<file path="src/rtl/scan_polar_to_cartesian_core_assert.svh">
// assertion macros for the polar to cartesian scan core
// expects clk and rst_n in the scope where a macro is used
`ifndef SCAN_POLAR_TO_CARTESIAN_CORE_ASSERT_SVH
`define SCAN_POLAR_TO_CARTESIAN_CORE_ASSERT_SVH
`ifndef SYNTHESIS
// same-cycle implication
`define SP2C_ASSERT_NOW(label, ante, cons) \
  label: assert property (@(posedge clk) disable iff (!rst_n) (ante) |-> (cons)) \
    else $error("sp2c assertion failed");
// next-cycle implication
`define SP2C_ASSERT_NEXT(label, ante, cons) \
  label: assert property (@(posedge clk) disable iff (!rst_n) (ante) |=> (cons)) \
    else $error("sp2c assertion failed");
`else
`define SP2C_ASSERT_NOW(label, ante, cons)
`define SP2C_ASSERT_NEXT(label, ante, cons)
`endif
`endif

</file>
<file path="src/rtl/sp2c_pkg.sv">
// shared types, constants and arctangent table of the scan converter
// no dependencies
`default_nettype none
package sp2c_pkg;

  localparam int CORDIC_STAGES_DEF = 16;
  localparam int RANGE_BITS_DEF    = 16;
  localparam int TABLE_LEN         = 24;
  localparam int PHASE_W           = 32;
  localparam int GAIN_BITS         = 16;
  localparam int OUT_LIMIT         = 65535;
  localparam int ROUND_HALF        = 32768;
  localparam int CFG_W             = 16;
  localparam int CFG_IDX_W         = 3;
  localparam int COORD_W           = 17;

  // cordic gain compensation, 0.60725 in q16
  localparam logic [GAIN_BITS-1:0] GAIN_Q16 = 16'd39797;

  // register indexes of the configuration port
  typedef enum logic [CFG_IDX_W-1:0] {
    REG_START_ANGLE = 3'd0,
    REG_ANGLE_STEP  = 3'd1,
    REG_MIN_RANGE   = 3'd2,
    REG_MAX_RANGE   = 3'd3
  } sp2c_reg_t;

  // control bits that ride along with each item
  typedef struct packed {
    logic vld;
    logic keep;
    logic last;
  } sp2c_tag_t;

  // atan(2^-i), 2^32 units per turn, truncated
  localparam logic [PHASE_W-1:0] ATAN_TAB [TABLE_LEN] = '{
    32'h20000000, 32'h12E4051E, 32'h09FB385B, 32'h051111D4,
    32'h028B0D43, 32'h0145D7E1, 32'h00A2F61E, 32'h00517C55,
    32'h0028BE53, 32'h00145F2F, 32'h000A2F98, 32'h000517CC,
    32'h00028BE6, 32'h000145F3, 32'h0000A2F9, 32'h0000517C,
    32'h000028BE, 32'h0000145F, 32'h00000A2F, 32'h00000517,
    32'h0000028B, 32'h00000145, 32'h000000A2, 32'h00000051
  };

endpackage
`default_nettype wire

</file>
<file path="src/rtl/sp2c_cell.sv">
// one cordic rotation cell: shift-add micro-rotation by atan(2^-STAGE)
// depends on sp2c_pkg
`default_nettype none
module sp2c_cell #(
  parameter int STAGE = 0,
  parameter int XW    = 35
) (
  input  wire                              clk,
  input  wire                              rst_n,
  input  wire                              en,
  input  wire sp2c_pkg::sp2c_tag_t         tag_in,
  input  wire logic signed [XW-1:0]        x_in,
  input  wire logic signed [XW-1:0]        y_in,
  input  wire logic signed [sp2c_pkg::PHASE_W-1:0] z_in,
  output sp2c_pkg::sp2c_tag_t              tag_out,
  output logic signed [XW-1:0]             x_out,
  output logic signed [XW-1:0]             y_out,
  output logic signed [sp2c_pkg::PHASE_W-1:0] z_out
);
  import sp2c_pkg::*;

  localparam logic signed [PHASE_W-1:0] ANGLE = ATAN_TAB[STAGE];

  sp2c_tag_t                  tag_r;
  logic signed [XW-1:0]       x_r, y_r, x_nxt, y_nxt, dx, dy;
  logic signed [PHASE_W-1:0]  z_r, z_nxt;

  // rotate toward zero residual phase
  always_comb begin
    dx = y_in >>> STAGE;
    dy = x_in >>> STAGE;
    if (!z_in[PHASE_W-1]) begin
      x_nxt = x_in - dx;
      y_nxt = y_in + dy;
      z_nxt = z_in - ANGLE;
    end else begin
      x_nxt = x_in + dx;
      y_nxt = y_in - dy;
      z_nxt = z_in + ANGLE;
    end
  end

  // control bits
  always_ff @(posedge clk) begin
    if (!rst_n) begin
      tag_r <= '0;
    end else if (en) begin
      tag_r <= tag_in;
    end
  end

  // datapath
  always_ff @(posedge clk) begin
    if (en) begin
      x_r <= x_nxt;
      y_r <= y_nxt;
      z_r <= z_nxt;
    end
  end

  assign tag_out = tag_r;
  assign x_out   = x_r;
  assign y_out   = y_r;
  assign z_out   = z_r;

endmodule
`default_nettype wire

</file>
<file path="config.mk">
export PLATFORM = sky130hd
export DESIGN_NAME = sp2c_cell
export DESIGN_NICKNAME = d
export VERILOG_FILES = /design/src/rtl/scan_polar_to_cartesian_core_assert.svh /design/src/rtl/sp2c_pkg.sv /design/src/rtl/sp2c_cell.sv
export SDC_FILE = /design/constraint.sdc
export NUM_CORES = 1
export LEC_CHECK = 0
export ABC_CLOCK_PERIOD_IN_PS = 2940
export BUFFER_PORTS_ARGS = -buffer_cell sky130_fd_sc_hd__buf_2
export CAP_MARGIN = 20
export CORE_MARGIN = 10
export CORE_UTILIZATION = 30
export DETAILED_ROUTE_END_ITERATION = 12
export GPL_TIMING_DRIVEN = 0
export PLACE_DENSITY = 0.54
export SLEW_MARGIN = 25
export SYNTH_ARGS = -nofsm -noshare
export SYNTH_HDL_FRONTEND = slang
export SYNTH_SLANG_ARGS = --single-unit
</file>
<file path="constraint.sdc">
create_clock -name clk -period 2.94 [get_ports clk]
set_clock_uncertainty 0.05 [all_clocks]
set_input_delay 0.441 -clock clk [delete_from_list [all_inputs] [get_ports clk]]
set_output_delay 0.441 -clock clk [all_outputs]
set_load 0.02 [all_outputs]
</file>
* Word-level counts from Yosys, hierarchy flattened *
Cells that the tools add are included.

storage, ports and cells
  flip-flop bits (word level) = 105
  input port bits = 108
  output and inout port bits = 105
  word-level logic and storage cells = 14

cells by class
  $add $sub $neg = 5
  mux-type cells = 3

operators by type and width
  kind                    number
  $mux 35                 2
  $sub 35x35->35          2
  $add 35x35->35          1
  $add 32x31->32 const B  1
  $mux 32                 1
  $sub 32x31->32 const B  1

* Logic depth before layout (Yosys ltp) *
  depth after elaboration = 2
  gate-level depth with buffers = 13
  mapped depth without buffers = 12

* Worst setup path after synthesis *
Ideal clock, no wire load.

  kind = in2reg
  from = input port x_in[4]
  to = register y_r[32] (netlist: y_out[32]), data pin
  library setup time = 268 ps
  arrival = 2448 ps
  data required time = 2622 ps
  slack = 174 ps
  cell stages on the path = 12
  path buffers = 1
  path through = inv_1 > ha_1 > buf_6 > and2_2 > o21ai_1 > a21oi_2 > a21o_1 > nor2b_1 > or3_4 > a211o_1 > o22ai_2 > xnor2_1

on the way
  word-level cells in the longest chain between the ends = 2
  elaborated cells on any way between the ends = 3
  classes of those cells = 2 x add/sub; 1 x mux

RTL lines
  element                                                  RTL line                          RTL
  start, declared                                          sp2c_cell.sv:12                   input wire logic signed [XW-1:0] x_in,
  $add 35x35->35 / $sub 35x35->35 (equally long branches)  sp2c_cell.sv:34, sp2c_cell.sv:38
  $mux 35 (*)                                              sp2c_cell.sv:32                   if (!z_in[PHASE_W-1]) begin
  via y_nxt[32]                                            sp2c_cell.sv:25                   logic signed [XW-1:0] x_r, y_r, x_nxt, y_nxt, dx, dy;
  end signal, assigned                                     sp2c_cell.sv:56                   y_r <= y_nxt;
  end, declared                                            sp2c_cell.sv:25

The timed path passes the listed nets; every way through them passes the cells marked *.
A chain may end at the register's enable or synchronous reset.

* Final worst setup path *
  from = input port x_in[2]
  to = register y_r[31] (netlist: y_out[31]), data pin

The elaborated chain is that of the path after synthesis.

==> reports/qor.txt <==
share of cells above drive strength 1: 27.8%
switch share: 39.1%
PD cells: 464 nW/µm²
Sequential Power Share: 34.8%
Mapped Area: 9530 µm²
hold_ws: 0.190 ns
Tmin final: 2.93 ns
Yosys top cell area share: 31.8%
worst min-delay path category: in -> reg
Critical Path Fanout Max: 10
Root Buffer: clkbuf_16
vias: 9118
cells after synthesis: 1070
Critical Path End Type: register
drt initial violations: 774
area occupied by multi-input gates: 6300 µm²
Max-Slew Margin vs Limit: 26.7%
number of synthesized flops with an enable pin: 101
syn_area_per_cell: 8.90 µm²
sequential-to-total area share from yosys stat: 32.5%
die height: 198 µm
H-tree depth: 3
Placer Congestion: 0.948
Reg area: 3090 µm²
kind of critical path: in -> reg
Unique masters post-synth: 79
clock power share: 22.9%
CTS Sinks: 104
Worst-Margin Slew: 1.10 ns
# IOs: 213
hold depth: 1
Final WS setup: 0.0137 ns
DRC: 0
Setup violations, final: 0
total global-route track usage: 17.8%
Pleak: 5.12 nW
grt ovf: 0
synth top area cells: edfxtp_1 32%, ha_1 14%, a21oi_1 6.6%
Finished Cell Area: 12100 µm²
global routing usage on met3: 3.63%
Post-synth top flop: edfxtp_1
flop and latch count out of synthesis: 104
clock latency on the worst-skew pair: 0.37 ns
Initial Util: 30.3%
Num CTS Buffers: 9
Int Pwr: 3.41 mW
peak supply drop: 0.000287 V
Post-synth ARST share: 0%
die area: 39300 µm²
area added between synthesis and finish: 26.6%
antenna violations before repair: 2
drt wl/cell: 21.3 µm
die width: 198 µm
max-slew violation count: 0
hold buffers post-CTS: 0
R2R depth: 2
Tcrit/Tclk final: 99.5%
startpoint types: input pin
number of synthesis warnings: 0
dpl cell area: 11100 µm²
combinational fraction of design power: 42.2%
worst path required time: 3.00 ns
IO Port Bufs: 212
CTS tree: yes
unrepaired setup endpoints after global routing: yes
largest net degree at the start of global routing: 70
highest clock rate: 342 MHz
commonest non-fill, non-tap cell in the layout: buf_2
Max Cap Viol: 0
row cnt: 65
Clk pin slew, worst setup/hold paths: 0.07 ns
global-route wire length before repair: 53900 µm
Mapped Nets: 1286
Design Power: 5.60 mW
vias in the first global route: 8850
final hold violations: 0
fillers: 3219
final net count: 1526
R2R setup slack: 2.26 ns
Most Crowded Layer GR: met2
post-synth top area cell: edfxtp_1
DPL Wire Length: 29100 µm
Vias/cell: 5.31
met1 usage: 24.6%
pre-CTS WS: -1.06 ns
post-route ant nets: 0
Core ar.: 31500 µm²
M2 GR Usage: 27.8%
status: complete, no violations
Switching Power: 2.19 mW
most frequent cells in the layout: 219 x buf_2, 117 x a21oi_1, 101 x edfxtp_1, 98 x ha_1, 95 x inv_1
Finished Core Util: 38.3%
Post-Route WL: 36600 µm
arrival time of the worst setup path: 2.98 ns
CTS Buffer Depth: 2
First-pass DRT Iterations: 5
## routing by layer
layer | routed length, µm | vias up
met5 | 0 | -
met2 | 16500 | 358
met3 | 2740 | 30
li1 | - | 4339
met1 | 16900 | 4391
met4 | 515 | 0
## per-stage QoR
stage | std cells | setup TNS, ns
floorplan | 1070 | 0
CTS | 1706 | -0.182
global placement | 1684 | -19.56
finish | 1718 | 0
detailed placement | 1685 | -19.89
global route | 1717 | -0.339
## cells by family (layout without fill, tap and decap cells)
logic type	count (synthesis)	after routing	share of synthesized area [%]
AOI/OAI and AO/OA	378	378	26.0
and+or+nand+nor	246	246	12.8
other	0	1	0
buffers and inverters	151	396	6.40
DFF	104	104	32.5
muxes	17	17	1.79
xor gates and xnor gates	66	66	6.07
adders and majority gates	108	108	14.5
## Yosys cell counts, drive strengths merged (18+ instances only)
cell type	count
a21o	22
a21oi	129
buf	25
clkbuf	18
edfxtp	101
ha	104
inv	103
nand2	51
nor2	83
nor3	18
o21a	18
o21ai	83
o21bai	29
xnor2	64
## sequential cells by signal, summed over array words and instances (netlist names)
name,cells
x_out,35
y_out,34
z_out,32
tag_out,3
## worst paths after layout
check / startpoint / endpoint
min: z_in[27] / z_out[27]$_DFFE_PP_
max reg2reg: tag_out[0]$_SDFFE_PN0P_ / tag_out[0]$_SDFFE_PN0P_
min reg2reg: tag_out[2]$_SDFFE_PN0P_ / tag_out[2]$_SDFFE_PN0P_
max: x_in[2] / y_out[31]$_DFFE_PP_
## power by group through the flow
stage	registers (mW)	logic, mW	clock network (mW)
after floorplan	2.26	1.11	0
after global placement	1.98	2.16	0
after detailed placement	1.98	2.16	0
after CTS	1.95	2.22	1.32
after global routing	1.97	2.54	1.38
final	1.95	2.36	1.28
## what timing repair did
action / in CTS / in global routing
setup buffers: 5 / 13
gates cloned: 0 / 0
endpoints found under the setup margin: 27 / 37
gates resized for setup: 24 / 91
pin swaps: 12 / 32
## final cells by class
class                   count  area share (%)
flip-flops and latches    104            25.7
repair buffers            229            10.1
clock inverters             6           0.540
well taps                 402            4.17
diodes                      1          0.0208
plain buffers              43            1.88
clock buffers              10            1.90
multi-input cells         815            52.3
inverters                 108            3.44
## critical path, stage by stage
cell and delay, ns:
buf_2 0.11, inv_1 0.07, ha_4 0.30, buf_6 0.15, nor2_1 0.07, a211o_1 0.32, a211oi_4 0.34, nor4_2 0.09
o21ai_1 0.28, nand3b_1 0.26, o21bai_1 0.25, o22ai_2 0.12, xnor2_1 0.17
(Power assumes the default switching activity.)
